[src/rtl/core/tcd_pkg.sv]
package tcd_pkg;

  // field widths
  localparam int KNOB_BITS = 10;
  localparam int STEPS     = 8;
  localparam int TEMPO_W   = 10;
  localparam int PCT_W     = 7;
  localparam int STEP_W    = 3;
  localparam int GATE_W    = 6;
  localparam int MS_W      = 16;
  localparam int CFG_IDX_W = 2;
  localparam int CFG_DATA_W = 10;

  localparam int KNOB_MAX      = (1 << KNOB_BITS) - 1;
  localparam int MS_PER_MINUTE = 60000;
  localparam int PERCENT       = 100;

  // divider sizing: knob * tempo span, or period * percent
  localparam int PROD_KNOB_W = KNOB_BITS + TEMPO_W;
  localparam int PROD_OFF_W  = $clog2(MS_PER_MINUTE * ((1 << PCT_W) - 1) + 1);
  localparam int DVD_W = (PROD_KNOB_W > PROD_OFF_W) ? PROD_KNOB_W : PROD_OFF_W;
  localparam int DVS_W = (KNOB_BITS > TEMPO_W) ? KNOB_BITS : TEMPO_W;
  localparam int DIV_CNT_W = $clog2(DVD_W + 1);

  // shared multiplier operands
  localparam int MUL_A_W = (MS_W > KNOB_BITS) ? MS_W : KNOB_BITS;
  localparam int MUL_B_W = TEMPO_W;
  localparam int MUL_W   = MUL_A_W + MUL_B_W;

  // register indexes
  localparam logic [CFG_IDX_W-1:0] CFG_MIN_TEMPO = 2'd0;
  localparam logic [CFG_IDX_W-1:0] CFG_MAX_TEMPO = 2'd1;
  localparam logic [CFG_IDX_W-1:0] CFG_MAX_WIDTH = 2'd2;

  typedef struct packed {
    logic [TEMPO_W-1:0] min_tempo;
    logic [TEMPO_W-1:0] max_tempo;
    logic [PCT_W-1:0]   max_width_percent;
  } cfg_t;

  typedef struct packed {
    logic             start;
    logic [DVD_W-1:0] dividend;
    logic [DVS_W-1:0] divisor;
  } div_req_t;

  typedef struct packed {
    logic             done;
    logic [DVD_W-1:0] quotient;
  } div_rsp_t;

  typedef struct packed {
    logic                 start;
    logic [KNOB_BITS-1:0] tempo_knob;
    logic [KNOB_BITS-1:0] width_knob;
    cfg_t                 cfg;
  } calc_req_t;

  typedef struct packed {
    logic            busy;
    logic [MS_W-1:0] period_ms;
    logic [MS_W-1:0] off_time_ms;
  } calc_rsp_t;

endpackage

[src/rtl/core/tcd_in_if.sv]
interface tcd_in_if;
  logic                           valid;
  logic                           ready;
  logic [tcd_pkg::KNOB_BITS-1:0]  tempo_knob;
  logic [tcd_pkg::KNOB_BITS-1:0]  width_knob;

  modport source (output valid, output tempo_knob, output width_knob, input ready);
  modport sink (input valid, input tempo_knob, input width_knob, output ready);
endinterface

[src/rtl/core/tcd_out_if.sv]
interface tcd_out_if;
  logic                        valid;
  logic                        ready;
  logic [tcd_pkg::GATE_W-1:0]  gates;
  logic                        beat_led;
  logic [tcd_pkg::STEP_W-1:0]  step_index;

  modport source (output valid, output gates, output beat_led, output step_index,
                  input ready);
  modport sink (input valid, input gates, input beat_led, input step_index,
                output ready);
endinterface

[src/rtl/core/tcd_cfg_if.sv]
interface tcd_cfg_if;
  logic                            valid;
  logic                            ready;
  logic [tcd_pkg::CFG_IDX_W-1:0]   index;
  logic [tcd_pkg::CFG_DATA_W-1:0]  data;

  modport source (output valid, output index, output data, input ready);
  modport sink (input valid, input index, input data, output ready);
endinterface

[src/rtl/core/tcd_divider.sv]
module tcd_divider (
  input  logic              clk,
  input  logic              rst_n,
  input  tcd_pkg::div_req_t req,
  output tcd_pkg::div_rsp_t rsp
);

  logic [tcd_pkg::DVS_W-1:0]     rem_r;
  logic [tcd_pkg::DVD_W-1:0]     dvd_r;
  logic [tcd_pkg::DVS_W-1:0]     dvs_r;
  logic [tcd_pkg::DIV_CNT_W-1:0] cnt_r;
  logic                          busy_r;
  logic                          done_r;

  logic [tcd_pkg::DVS_W:0] trial;
  logic [tcd_pkg::DVS_W:0] trial_sub;
  logic                    ge;

  // one restoring step per cycle, quotient bits shift in behind the dividend
  always_comb begin
    trial     = {rem_r, dvd_r[tcd_pkg::DVD_W-1]};
    ge        = (trial >= {1'b0, dvs_r});
    trial_sub = trial - {1'b0, dvs_r};
  end

  always_ff @(posedge clk) begin
    if (!rst_n) begin
      busy_r <= 1'b0;
      done_r <= 1'b0;
      cnt_r  <= '0;
    end else begin
      done_r <= 1'b0;
      if (req.start) begin
        rem_r  <= '0;
        dvd_r  <= req.dividend;
        dvs_r  <= req.divisor;
        cnt_r  <= tcd_pkg::DIV_CNT_W'(tcd_pkg::DVD_W);
        busy_r <= 1'b1;
      end else if (busy_r) begin
        rem_r <= ge ? trial_sub[tcd_pkg::DVS_W-1:0] : trial[tcd_pkg::DVS_W-1:0];
        dvd_r <= {dvd_r[tcd_pkg::DVD_W-2:0], ge};
        cnt_r <= cnt_r - 1'b1;
        if (cnt_r == tcd_pkg::DIV_CNT_W'(1)) begin
          busy_r <= 1'b0;
          done_r <= 1'b1;
        end
      end
    end
  end

  assign rsp.done     = done_r;
  assign rsp.quotient = dvd_r;

endmodule

[src/rtl/core/tcd_beat_calc.sv]
module tcd_beat_calc (
  input  logic               clk,
  input  logic               rst_n,
  input  tcd_pkg::calc_req_t req,
  output tcd_pkg::calc_rsp_t rsp
);

  typedef enum logic [2:0] {
    C_IDLE, C_TMUL, C_TDIV, C_WMUL, C_WDIV, C_PDIV, C_OMUL, C_ODIV
  } calc_state_t;

  calc_state_t state_r;

  logic [tcd_pkg::KNOB_BITS-1:0] tk_r;
  logic [tcd_pkg::KNOB_BITS-1:0] wk_r;
  tcd_pkg::cfg_t                 cfg_r;
  logic [tcd_pkg::TEMPO_W-1:0]   bpm_r;
  logic [tcd_pkg::PCT_W-1:0]     pct_r;
  logic [tcd_pkg::MS_W-1:0]      per_r;
  logic [tcd_pkg::MS_W-1:0]      off_r;

  logic                          div_start_r;
  logic [tcd_pkg::DVD_W-1:0]     div_dvd_r;
  logic [tcd_pkg::DVS_W-1:0]     div_dvs_r;

  tcd_pkg::div_req_t div_req;
  tcd_pkg::div_rsp_t div_rsp;

  logic                          tneg;
  logic [tcd_pkg::TEMPO_W-1:0]   tspan;
  logic                          wneg;
  logic [tcd_pkg::PCT_W-1:0]     wspan;
  logic [tcd_pkg::MUL_A_W-1:0]   mul_a;
  logic [tcd_pkg::MUL_B_W-1:0]   mul_b;
  logic [tcd_pkg::MUL_W-1:0]     mul_p;
  logic [tcd_pkg::TEMPO_W-1:0]   q_t;
  logic [tcd_pkg::PCT_W-1:0]     q_w;
  logic [tcd_pkg::TEMPO_W:0]     bpm_raw;
  logic [tcd_pkg::TEMPO_W-1:0]   bpm_sat;
  logic [tcd_pkg::PCT_W-1:0]     pct_new;
  logic [tcd_pkg::MS_W-1:0]      off_new;

  always_comb begin
    // signed spans handled as magnitude plus a direction flag
    tneg  = (cfg_r.max_tempo < cfg_r.min_tempo);
    tspan = tneg ? (cfg_r.min_tempo - cfg_r.max_tempo)
                 : (cfg_r.max_tempo - cfg_r.min_tempo);
    wneg  = (cfg_r.max_width_percent == '0);
    wspan = wneg ? tcd_pkg::PCT_W'(1) : (cfg_r.max_width_percent - 1'b1);

    unique case (state_r)
      C_TMUL: begin
        mul_a = tcd_pkg::MUL_A_W'(tk_r);
        mul_b = tspan;
      end
      C_WMUL: begin
        mul_a = tcd_pkg::MUL_A_W'(wk_r);
        mul_b = tcd_pkg::MUL_B_W'(wspan);
      end
      default: begin
        mul_a = tcd_pkg::MUL_A_W'(per_r);
        mul_b = tcd_pkg::MUL_B_W'(pct_r);
      end
    endcase
    mul_p = tcd_pkg::MUL_W'(mul_a) * tcd_pkg::MUL_W'(mul_b);

    q_t     = div_rsp.quotient[tcd_pkg::TEMPO_W-1:0];
    q_w     = div_rsp.quotient[tcd_pkg::PCT_W-1:0];
    bpm_raw = tneg ? ({1'b0, cfg_r.min_tempo} - {1'b0, q_t})
                   : ({1'b0, cfg_r.min_tempo} + {1'b0, q_t});
    bpm_sat = (bpm_raw == '0) ? tcd_pkg::TEMPO_W'(1) : bpm_raw[tcd_pkg::TEMPO_W-1:0];
    pct_new = wneg ? (tcd_pkg::PCT_W'(1) - q_w) : (tcd_pkg::PCT_W'(1) + q_w);
    // pulse never outlasts the period
    off_new = (div_rsp.quotient > tcd_pkg::DVD_W'(per_r)) ? per_r
            : div_rsp.quotient[tcd_pkg::MS_W-1:0];
  end

  always_ff @(posedge clk) begin
    if (!rst_n) begin
      state_r     <= C_IDLE;
      div_start_r <= 1'b0;
      per_r       <= '0;
      off_r       <= '0;
    end else begin
      div_start_r <= 1'b0;
      unique case (state_r)
        C_IDLE: begin
          if (req.start) begin
            tk_r    <= req.tempo_knob;
            wk_r    <= req.width_knob;
            cfg_r   <= req.cfg;
            state_r <= C_TMUL;
          end
        end
        C_TMUL: begin
          div_dvd_r   <= mul_p[tcd_pkg::DVD_W-1:0];
          div_dvs_r   <= tcd_pkg::DVS_W'(tcd_pkg::KNOB_MAX);
          div_start_r <= 1'b1;
          state_r     <= C_TDIV;
        end
        C_TDIV: begin
          if (div_rsp.done) begin
            bpm_r   <= bpm_sat;
            state_r <= C_WMUL;
          end
        end
        C_WMUL: begin
          div_dvd_r   <= mul_p[tcd_pkg::DVD_W-1:0];
          div_dvs_r   <= tcd_pkg::DVS_W'(tcd_pkg::KNOB_MAX);
          div_start_r <= 1'b1;
          state_r     <= C_WDIV;
        end
        C_WDIV: begin
          if (div_rsp.done) begin
            pct_r       <= pct_new;
            div_dvd_r   <= tcd_pkg::DVD_W'(tcd_pkg::MS_PER_MINUTE);
            div_dvs_r   <= tcd_pkg::DVS_W'(bpm_r);
            div_start_r <= 1'b1;
            state_r     <= C_PDIV;
          end
        end
        C_PDIV: begin
          if (div_rsp.done) begin
            per_r   <= div_rsp.quotient[tcd_pkg::MS_W-1:0];
            state_r <= C_OMUL;
          end
        end
        C_OMUL: begin
          div_dvd_r   <= mul_p[tcd_pkg::DVD_W-1:0];
          div_dvs_r   <= tcd_pkg::DVS_W'(tcd_pkg::PERCENT);
          div_start_r <= 1'b1;
          state_r     <= C_ODIV;
        end
        C_ODIV: begin
          if (div_rsp.done) begin
            off_r   <= off_new;
            state_r <= C_IDLE;
          end
        end
        default: state_r <= C_IDLE;
      endcase
    end
  end

  assign div_req.start    = div_start_r;
  assign div_req.dividend = div_dvd_r;
  assign div_req.divisor  = div_dvs_r;

  tcd_divider u_div (
    .clk   (clk),
    .rst_n (rst_n),
    .req   (div_req),
    .rsp   (div_rsp)
  );

  assign rsp.busy        = (state_r != C_IDLE);
  assign rsp.period_ms   = per_r;
  assign rsp.off_time_ms = off_r;

`ifndef SYNTHESIS
  a_off_within_period: assert property (@(posedge clk) disable iff (!rst_n)
    (state_r == C_IDLE) |-> (off_r <= per_r))
    else $error("off time beyond period");

  a_div_done_when_waiting: assert property (@(posedge clk) disable iff (!rst_n)
    div_rsp.done |-> (state_r == C_TDIV || state_r == C_WDIV ||
                      state_r == C_PDIV || state_r == C_ODIV))
    else $error("divider result with no division pending");
`endif

endmodule

[src/rtl/core/tempo_clock_divider_unit.sv]
// Tempo clock generator. Each input transaction is one millisecond tick carrying
// the tempo and width knob samples; each tick yields exactly one output
// transaction with the gate levels, the LED level and the current step. A tick
// that does not start a beat is taken once no calculation runs and the output
// slot is free. A tick that starts a beat (the first tick after reset, and
// every tick where the period has run out) samples the knobs and then keeps
// in_ch.ready low while the beat period and pulse length are worked out: four
// divisions on one shared restoring divider with the multiplies between them.
// The output of that tick is offered at once; only the next tick waits.
// Configuration is always ready and is meant to be written between ticks.
module tempo_clock_divider_unit (
  input  logic       clk,
  input  logic       rst_n,
  tcd_in_if.sink     in_ch,
  tcd_out_if.source  out_ch,
  tcd_cfg_if.sink    cfg_ch
);

  tcd_pkg::cfg_t                  cfg_r;
  logic [tcd_pkg::STEP_W-1:0]     step_r;
  logic [tcd_pkg::MS_W-1:0]       elapsed_r;
  logic [tcd_pkg::GATE_W-1:0]     gates_r;
  logic                           led_r;
  logic                           running_r;
  logic                           out_valid_r;

  tcd_pkg::calc_req_t calc_req;
  tcd_pkg::calc_rsp_t calc_rsp;

  logic                           in_acc;
  logic [tcd_pkg::MS_W-1:0]       elapsed_inc;
  logic                           pulse_end;
  logic [tcd_pkg::STEP_W-1:0]     step_adv;
  logic                           beat_start;

  function automatic logic [tcd_pkg::GATE_W-1:0] gate_pattern(
    input logic [tcd_pkg::STEP_W-1:0] step
  );
    logic [tcd_pkg::GATE_W-1:0] pat;
    if (step == '0)            pat = 6'h3F;
    else if (step[0])          pat = 6'h01;
    else if (step[1:0] == '0)  pat = 6'h07;
    else                       pat = 6'h03;
    return pat;
  endfunction

  assign in_ch.ready = !calc_rsp.busy && (!out_valid_r || out_ch.ready);
  assign in_acc      = in_ch.valid && in_ch.ready;

  // tick order: count, end the pulse, then maybe start a beat
  always_comb begin
    elapsed_inc = (running_r && (elapsed_r != '1)) ? (elapsed_r + 1'b1) : elapsed_r;
    pulse_end   = led_r && (elapsed_inc >= calc_rsp.off_time_ms);
    if (!pulse_end)
      step_adv = step_r;
    else if (step_r == tcd_pkg::STEP_W'(tcd_pkg::STEPS - 1))
      step_adv = '0;
    else
      step_adv = step_r + 1'b1;
    beat_start = !running_r || (elapsed_inc >= calc_rsp.period_ms);
  end

  always_ff @(posedge clk) begin
    if (!rst_n) begin
      cfg_r.min_tempo         <= tcd_pkg::TEMPO_W'(60);
      cfg_r.max_tempo         <= tcd_pkg::TEMPO_W'(320);
      cfg_r.max_width_percent <= tcd_pkg::PCT_W'(90);
      step_r      <= '0;
      elapsed_r   <= '0;
      gates_r     <= '0;
      led_r       <= 1'b0;
      running_r   <= 1'b0;
      out_valid_r <= 1'b0;
    end else begin
      if (cfg_ch.valid) begin
        unique case (cfg_ch.index)
          tcd_pkg::CFG_MIN_TEMPO: cfg_r.min_tempo <= cfg_ch.data[tcd_pkg::TEMPO_W-1:0];
          tcd_pkg::CFG_MAX_TEMPO: cfg_r.max_tempo <= cfg_ch.data[tcd_pkg::TEMPO_W-1:0];
          tcd_pkg::CFG_MAX_WIDTH:
            cfg_r.max_width_percent <= cfg_ch.data[tcd_pkg::PCT_W-1:0];
          default: ;
        endcase
      end

      if (in_acc) begin
        step_r      <= step_adv;
        out_valid_r <= 1'b1;
        if (beat_start) begin
          elapsed_r <= '0;
          running_r <= 1'b1;
          led_r     <= 1'b1;
          gates_r   <= gate_pattern(step_adv);
        end else begin
          elapsed_r <= elapsed_inc;
          if (pulse_end) begin
            led_r   <= 1'b0;
            gates_r <= '0;
          end
        end
      end else if (out_ch.ready) begin
        out_valid_r <= 1'b0;
      end
    end
  end

  assign cfg_ch.ready = 1'b1;

  assign calc_req.start      = in_acc && beat_start;
  assign calc_req.tempo_knob = in_ch.tempo_knob;
  assign calc_req.width_knob = in_ch.width_knob;
  assign calc_req.cfg        = cfg_r;

  tcd_beat_calc u_calc (
    .clk   (clk),
    .rst_n (rst_n),
    .req   (calc_req),
    .rsp   (calc_rsp)
  );

  // the state registers only move on a tick, which waits for the output slot
  assign out_ch.valid      = out_valid_r;
  assign out_ch.gates      = gates_r;
  assign out_ch.beat_led   = led_r;
  assign out_ch.step_index = step_r;

`ifndef SYNTHESIS
  a_no_tick_while_calc: assert property (@(posedge clk) disable iff (!rst_n)
    calc_rsp.busy |-> !in_ch.ready)
    else $error("tick taken during beat calculation");

  a_beat_start_raises: assert property (@(posedge clk) disable iff (!rst_n)
    (in_acc && beat_start) |=> (led_r && running_r && (elapsed_r == '0) && out_valid_r))
    else $error("beat start did not raise the pulse");

  a_gates_track_led: assert property (@(posedge clk) disable iff (!rst_n)
    led_r == (gates_r != '0))
    else $error("gate levels disagree with led");
`endif

endmodule
[src/flat_wrapper.sv]
// flat-port wrapper written by rule: the top's interface ports become plain ports
module tempo_clock_divider_unit_flat 
  (clk, rst_n, in_ch_valid, in_ch_tempo_knob, in_ch_width_knob, in_ch_ready, out_ch_valid, out_ch_gates, out_ch_beat_led, out_ch_step_index, out_ch_ready, cfg_ch_valid, cfg_ch_index, cfg_ch_data, cfg_ch_ready);
  tcd_in_if in_ch_i ();
  tcd_out_if out_ch_i ();
  tcd_cfg_if cfg_ch_i ();
  input  logic clk;
  input  logic rst_n;
  input wire logic [$bits(in_ch_i.valid)-1:0] in_ch_valid;
  input wire logic [$bits(in_ch_i.tempo_knob)-1:0] in_ch_tempo_knob;
  input wire logic [$bits(in_ch_i.width_knob)-1:0] in_ch_width_knob;
  output wire logic [$bits(in_ch_i.ready)-1:0] in_ch_ready;
  output wire logic [$bits(out_ch_i.valid)-1:0] out_ch_valid;
  output wire logic [$bits(out_ch_i.gates)-1:0] out_ch_gates;
  output wire logic [$bits(out_ch_i.beat_led)-1:0] out_ch_beat_led;
  output wire logic [$bits(out_ch_i.step_index)-1:0] out_ch_step_index;
  input wire logic [$bits(out_ch_i.ready)-1:0] out_ch_ready;
  input wire logic [$bits(cfg_ch_i.valid)-1:0] cfg_ch_valid;
  input wire logic [$bits(cfg_ch_i.index)-1:0] cfg_ch_index;
  input wire logic [$bits(cfg_ch_i.data)-1:0] cfg_ch_data;
  output wire logic [$bits(cfg_ch_i.ready)-1:0] cfg_ch_ready;
  assign in_ch_i.valid = in_ch_valid;
  assign in_ch_i.tempo_knob = in_ch_tempo_knob;
  assign in_ch_i.width_knob = in_ch_width_knob;
  assign in_ch_ready = in_ch_i.ready;
  assign out_ch_valid = out_ch_i.valid;
  assign out_ch_gates = out_ch_i.gates;
  assign out_ch_beat_led = out_ch_i.beat_led;
  assign out_ch_step_index = out_ch_i.step_index;
  assign out_ch_i.ready = out_ch_ready;
  assign cfg_ch_i.valid = cfg_ch_valid;
  assign cfg_ch_i.index = cfg_ch_index;
  assign cfg_ch_i.data = cfg_ch_data;
  assign cfg_ch_ready = cfg_ch_i.ready;
  tempo_clock_divider_unit u_core (.clk(clk), .rst_n(rst_n), .in_ch(in_ch_i), .out_ch(out_ch_i), .cfg_ch(cfg_ch_i));
endmodule
[config.mk]
export PLATFORM = sky130hd
export DESIGN_NAME = tempo_clock_divider_unit_flat
export DESIGN_NICKNAME = d
export VERILOG_FILES = /design/src/rtl/core/tcd_pkg.sv /design/src/rtl/core/tcd_in_if.sv /design/src/rtl/core/tcd_out_if.sv /design/src/rtl/core/tcd_cfg_if.sv /design/src/rtl/core/tcd_divider.sv /design/src/rtl/core/tcd_beat_calc.sv /design/src/rtl/core/tempo_clock_divider_unit.sv /design/src/flat_wrapper.sv
export SDC_FILE = /design/constraint.sdc
export NUM_CORES = 1
export LEC_CHECK = 0
export BUFFER_PORTS_ARGS = -buffer_cell sky130_fd_sc_hd__buf_2
export CAP_MARGIN = 15
export CORE_MARGIN = 1.5
export CORE_UTILIZATION = 60
export DETAILED_ROUTE_END_ITERATION = 6
export PLACE_DENSITY = 0.74
export SLEW_MARGIN = 10
export SYNTH_ARGS = -nofsm -noshare
export SYNTH_HDL_FRONTEND = slang
export SYNTH_SLANG_ARGS = --single-unit
[constraint.sdc]
create_clock -name clk -period 11.5 [get_ports clk]
set_clock_uncertainty 0.05 [all_clocks]
set_input_delay 0.575 -clock clk [delete_from_list [all_inputs] [get_ports clk]]
set_output_delay 0.575 -clock clk [all_outputs]
set_load 0.02 [all_outputs]
==> results.md <==
Clock tree:
- The hold-fix buffer count after cts is 0.
- In this run the post-CTS setup repair buffer count came out at 0.
- The tree is rooted in a sky130_fd_sc_hd__clkbuf_16.
- The longest clock path from root to sink contains 3 buffers.
- TritonCTS built the clock tree.
- The clock drives 235 sinks.
- The worst-skew pair later-pin latency is 0.55 ns.
- The number of levels in the clock H-tree is 1.
- Clock-pin slew was measured on the worst setup and hold paths at 0.06 ns.
- Once the clock tree was built, the resizer swapped 0 gates to a different size.
- The number of buffers added by the clock tree synthesis step is 26.

Timing:
- The remaining max-slew budget at the tightest pin is 26.4%.
- Dividing the final minimum period by the clock period gives 71.1%.
- The setup-violating endpoint count in the final report is 0.
- Summed over all failing endpoints, the final setup total negative slack is 0 ns.
- The final count of hold timing violations is 0.
- The final max-slew violation count is 0.
- Setup repair after global routing left no endpoint under its margin.
- For this run, the top clock speed supported by timing is 122 MHz.
- For the pin with the worst max-slew slack, the measured transition is 1.09 ns.
- The final critical delay including setup and external delays is 8.17 ns.

Setup path:
- The element type at the critical path start is a flip-flop.
- The worst flop-to-flop path startpoint is u_core.u_calc.cfg_r[17]$_DFFE_PP_.
- The data arrival time of the worst path is 8.52 ns.
- Setup slack on the worst reg-to-reg path comes out at 3.33 ns.
- Of all nets on the critical path, the largest fanout is 10.
- The number of cells on the worst reg-to-reg path is 25.
- The endpoint identified for the worst register-to-register timing path is u_core.u_calc.div_dvd_r[22]$_SDFFCE_PP0P_.
- Data on the critical path is required at its endpoint by 11.85 ns.
- The category of the worst setup path capture point is a flip-flop.
- The kind of critical path is reg -> reg.

Synth:
- Summing every instance area after synthesis gives 17900 um^2.
- During synthesis, Yosys emitted a total of 0 warnings.
- Measured against the total synthesized area, the mux share comes to 3.22%.
- The most frequently used flop master after synthesis is sky130_fd_sc_hd__edfxtp_1.
- Summing the areas of all xor and xnor instances in the mapped netlist gives 3.66% of the synthesized area.
- After synthesis, the largest family of logic cells by area is adder cells.
- The flip-flop and latch count after synthesis is 235.
- The share of flip-flops with an asynchronous set or reset after synthesis is 0%.
- Summing the areas of all fa, ha and maj instances in the mapped netlist gives 22.6% of the synthesized area.
- Summing the areas of all compound-gate instances in the mapped netlist gives 14.3% of the synthesized area.
- The basic-gate share of the synthesized area counting and, or, nand and nor cells is 15.4%.
- The unique cell type count in the Yosys netlist is 91.
- The fraction of the yosys area taken by sequential cells is 34.1%.
- The average size of a mapped cell is 9.59 um^2.
- The count of mapped cells out of synthesis is 1865.
- The number of enable flip-flop cells after synthesis is 140.

GRT:
- The via count of the first global-routing pass is 13800.
- Global routing consumed, over all layers together, 29.5% of the routing resources.
- Global routing finished with a remaining overflow of 0.
- The global-route wire length before repair is 72.0 mm.
- The initial antenna violation count is 0.
- The maximum number of pins on one net before global-route repair is 89.

Route:
- The detailed-router iteration count before antenna repair is 7.
- The met3 routed wirelength is 2.82 mm.
- The number of routed nets with antenna violations is 0.
- After detailed routing, the total wire length is 44.5 mm.
- The highest layer used for signal routing is met4.
- The mean routed wirelength per cell is 19.4 um.
- The final routed DRC violation total is 0.
- The detailed route wirelength on metal2 is 21.6 mm.
- The number of vias per cell is 5.99.
- After the first detailed-routing iteration, the DRC count stood at 1015.
- For this block, wires on met1 add up to 19.0 mm.
- The via count is 13800.

Final layout:
- The fraction of layout instances using a drive strength above 1 is 8.32%.
- After routing the design area is 19300 um^2.
- The final layout contains 2184 nets.
- The number of standard cells in the layout, taps in and fillers out is 2301.
- 0 antenna diodes ended up in the layout.
- After filler insertion, the fill cell instance count of the layout stands at 2490.
- The area growth from synthesis to layout is 7.64%.

Worst hold path:
- The worst hold path begins at in_ch_width_knob[0].
- The path type of the worst min-delay path is in -> reg.
- Counting instances, the worst hold path has a depth of 1.
- The worst hold path terminates at u_core.u_calc.wk_r[0]$_DFFE_PP_.

Power:
- Power spread over the standard cell area amounts to 181 nW/um^2.
- The maximum ir drop on the vdd rail is 0.145 mV.
- The leakage dissipation is 8.20 nW.

Floorplan:
- Once the floorplan was initialized, standard cells occupied 60.7% of the core.
- The floorplan step defined a die boundary enclosing 30900 um^2.
- The core area is 29500 um^2.
- The number of rows in the core area is 63.
- The die is 176 um wide.
- For this design the top-level I/O count stands at 50.
- The floorplan step set the die height to 176 um.

Placed design:
- The placed instances occupy a cell area of 18400 um^2.
- Routability-driven placement finished with a final weighted congestion of 0.933.
- The number of instances in the placed design is 2252.
- In this run the tool buffered the top-level ports with 48 buffer cells.
- The placed wire-length estimate after detailed placement is 34.4 mm.

Flow run:
- The max capacitance violation total is 0.

Outcome:
- The flow ran to the end, and the final reports show no timing, DRC or antenna violations.
stage by stage:
stage	total power [mW]	hold WS [ns]	setup slack (ns)	utilization [%]
after global routing	3.75	0.145	2.80	65.3
after CTS	3.49	0.146	3.39	65.3
final	3.48	0.159	3.33	65.3
after global placement	2.66	0.355	3.50	62.5
after floorplan	2.30	0.350	4.21	-
after detailed placement	2.69	0.355	3.41	62.5
how the worst max path moves through the flow:
stage | from | to | slack, ns
after floorplan | u_core.u_calc.cfg_r[17]$_DFFE_PP_ | u_core.u_calc.div_dvd_r[22]$_SDFFCE_PP0P_ | 4.21
final | u_core.u_calc.cfg_r[17]$_DFFE_PP_ | u_core.u_calc.div_dvd_r[22]$_SDFFCE_PP0P_ | 3.33
after CTS | u_core.u_calc.cfg_r[17]$_DFFE_PP_ | u_core.u_calc.div_dvd_r[22]$_SDFFCE_PP0P_ | 3.39
after detailed placement | u_core.u_calc.cfg_r[17]$_DFFE_PP_ | u_core.u_calc.div_dvd_r[22]$_SDFFCE_PP0P_ | 3.41
after global placement | u_core.u_calc.cfg_r[17]$_DFFE_PP_ | u_core.u_calc.div_dvd_r[22]$_SDFFCE_PP0P_ | 3.50
after global routing | u_core.u_calc.cfg_r[17]$_DFFE_PP_ | u_core.u_calc.div_dvd_r[20]$_SDFFCE_PP0P_ | 2.80
cells by family (layout without fill, tap and decap cells):
group	Yosys count	count (layout)
simple gates	568	568
xor+xnor	74	74
compound gates	372	372
other cells	1	13
mux	55	55
buf+inv	304	338
flops	235	235
fa+ha+maj	256	256
layer usage:
metal / global-route usage, % / up-vias
met5: 0 / -
met4: 8.08 / 0
met3: 3.61 / 78
met2: 50.5 / 481
met1: 39.5 / 6678
li1: - / 6541
state kept, by name, summed over array words and instances, names as in the netlist, 3 cells and up:
signal,count
u_core.calc_req,27
u_core.elapsed_r,16
u_core.out_ch.gates,4
u_core.out_ch.step_index,3
u_core.u_calc.bpm_r,10
u_core.u_calc.cfg_r,27
u_core.u_calc.div_dvd_r,23
u_core.u_calc.div_dvs_r,10
u_core.u_calc.off_r,16
u_core.u_calc.pct_r,7
u_core.u_calc.per_r,16
u_core.u_calc.state_r,3
u_core.u_calc.tk_r,10
u_core.u_calc.u_div.cnt_r,5
u_core.u_calc.u_div.dvd_r,23
u_core.u_calc.u_div.dvs_r,10
u_core.u_calc.u_div.rem_r,10
u_core.u_calc.wk_r,10
layout by cell type (no fill, tap or decap), types with 55 or more instances in the layout:
cell type	n
sky130_fd_sc_hd__fa_1	112
sky130_fd_sc_hd__o21ai_0	74
sky130_fd_sc_hd__dfxtp_1	95
sky130_fd_sc_hd__nand3_1	55
sky130_fd_sc_hd__nand2_1	180
sky130_fd_sc_hd__ha_1	144
sky130_fd_sc_hd__inv_1	225
sky130_fd_sc_hd__edfxtp_1	140
sky130_fd_sc_hd__nor2_1	119
sky130_fd_sc_hd__a21oi_1	72
power by group:
part	switching, mW	internal (mW)	total [mW]
Combinational	1.03	0.588	1.61
Sequential	0.0614	1.01	1.07
Clock	0.343	0.455	0.799
Total	1.43	2.05	3.48
critical path, cell delays in order, from the launching register on:
cell                       delay (ns)
sky130_fd_sc_hd__edfxtp_1        0.41
sky130_fd_sc_hd__ha_1            0.24
sky130_fd_sc_hd__fa_1            0.40
sky130_fd_sc_hd__and2b_2         0.28
sky130_fd_sc_hd__o21ai_4         0.09
sky130_fd_sc_hd__a211oi_2        0.38
sky130_fd_sc_hd__nor2_1          0.21
sky130_fd_sc_hd__a211o_1         0.30
sky130_fd_sc_hd__a21oi_1         0.65
sky130_fd_sc_hd__o21ai_0         0.34
sky130_fd_sc_hd__fa_1            0.59
sky130_fd_sc_hd__inv_1           0.05
sky130_fd_sc_hd__fa_1            0.52
sky130_fd_sc_hd__fa_1            0.44
sky130_fd_sc_hd__fa_1            0.54
sky130_fd_sc_hd__inv_1           0.06
sky130_fd_sc_hd__fa_1            0.52
sky130_fd_sc_hd__inv_1           0.04
sky130_fd_sc_hd__ha_1            0.34
sky130_fd_sc_hd__nand3_1         0.13
sky130_fd_sc_hd__or2_2           0.30
sky130_fd_sc_hd__a311o_1         0.30
sky130_fd_sc_hd__a31oi_1         0.35
sky130_fd_sc_hd__nand4_1         0.18
sky130_fd_sc_hd__a21o_1          0.21
sky130_fd_sc_hd__a21oi_1         0.11
Yosys cell counts, types with 9 or more instances:
cell                         n  area, um^2
sky130_fd_sc_hd__ha_1      144        1800
sky130_fd_sc_hd__mux2_2     20         225
sky130_fd_sc_hd__and2_1     11        68.8
sky130_fd_sc_hd__xnor2_1    38         333
sky130_fd_sc_hd__o21bai_1    9        67.6
sky130_fd_sc_hd__and3_1     23         144
sky130_fd_sc_hd__nor2_1    119         447
sky130_fd_sc_hd__o21ai_0    74         370
sky130_fd_sc_hd__o21a_1     14         105
sky130_fd_sc_hd__o211ai_1    9        67.6
sky130_fd_sc_hd__nor3b_1     9        67.6
sky130_fd_sc_hd__mux2i_1    35         350
sky130_fd_sc_hd__a21boi_0   33         248
sky130_fd_sc_hd__nor3_1     51         255
sky130_fd_sc_hd__nand3_1    55         275
sky130_fd_sc_hd__a31oi_1    14        87.6
sky130_fd_sc_hd__a21oi_1    72         360
sky130_fd_sc_hd__a211oi_1   27         203
sky130_fd_sc_hd__edfxtp_1  140        4200
sky130_fd_sc_hd__nand4_1    18         113
sky130_fd_sc_hd__xor2_1     35         307
sky130_fd_sc_hd__o221ai_1   17         149
sky130_fd_sc_hd__nand2_1   180         676
sky130_fd_sc_hd__dfxtp_1    95        1900
sky130_fd_sc_hd__or3_1      10        62.6
sky130_fd_sc_hd__o22ai_1     9        56.3
sky130_fd_sc_hd__fa_1      112        2240
sky130_fd_sc_hd__a21o_1     26         195
sky130_fd_sc_hd__or2_2      11        68.8
sky130_fd_sc_hd__inv_1     226         848
sky130_fd_sc_hd__nor2b_1    33         206
sky130_fd_sc_hd__clkbuf_1   55         206
cell type report:
| cell class | count | area, um^2 | area share [%] |
|---|---|---|---|
| clock buffers | 39 | 719 | 3.74 |
| clock inverters | 9 | 85.1 | 0.442 |
| inverters | 227 | 852 | 4.42 |
| multi-input cells | 1338 | 10600 | 55.3 |
| flip-flops and latches | 235 | 6110 | 31.7 |
| well taps | 390 | 488 | 2.53 |
| repair buffers | 63 | 357 | 1.85 |
Power figures use the tool's default switching activity.
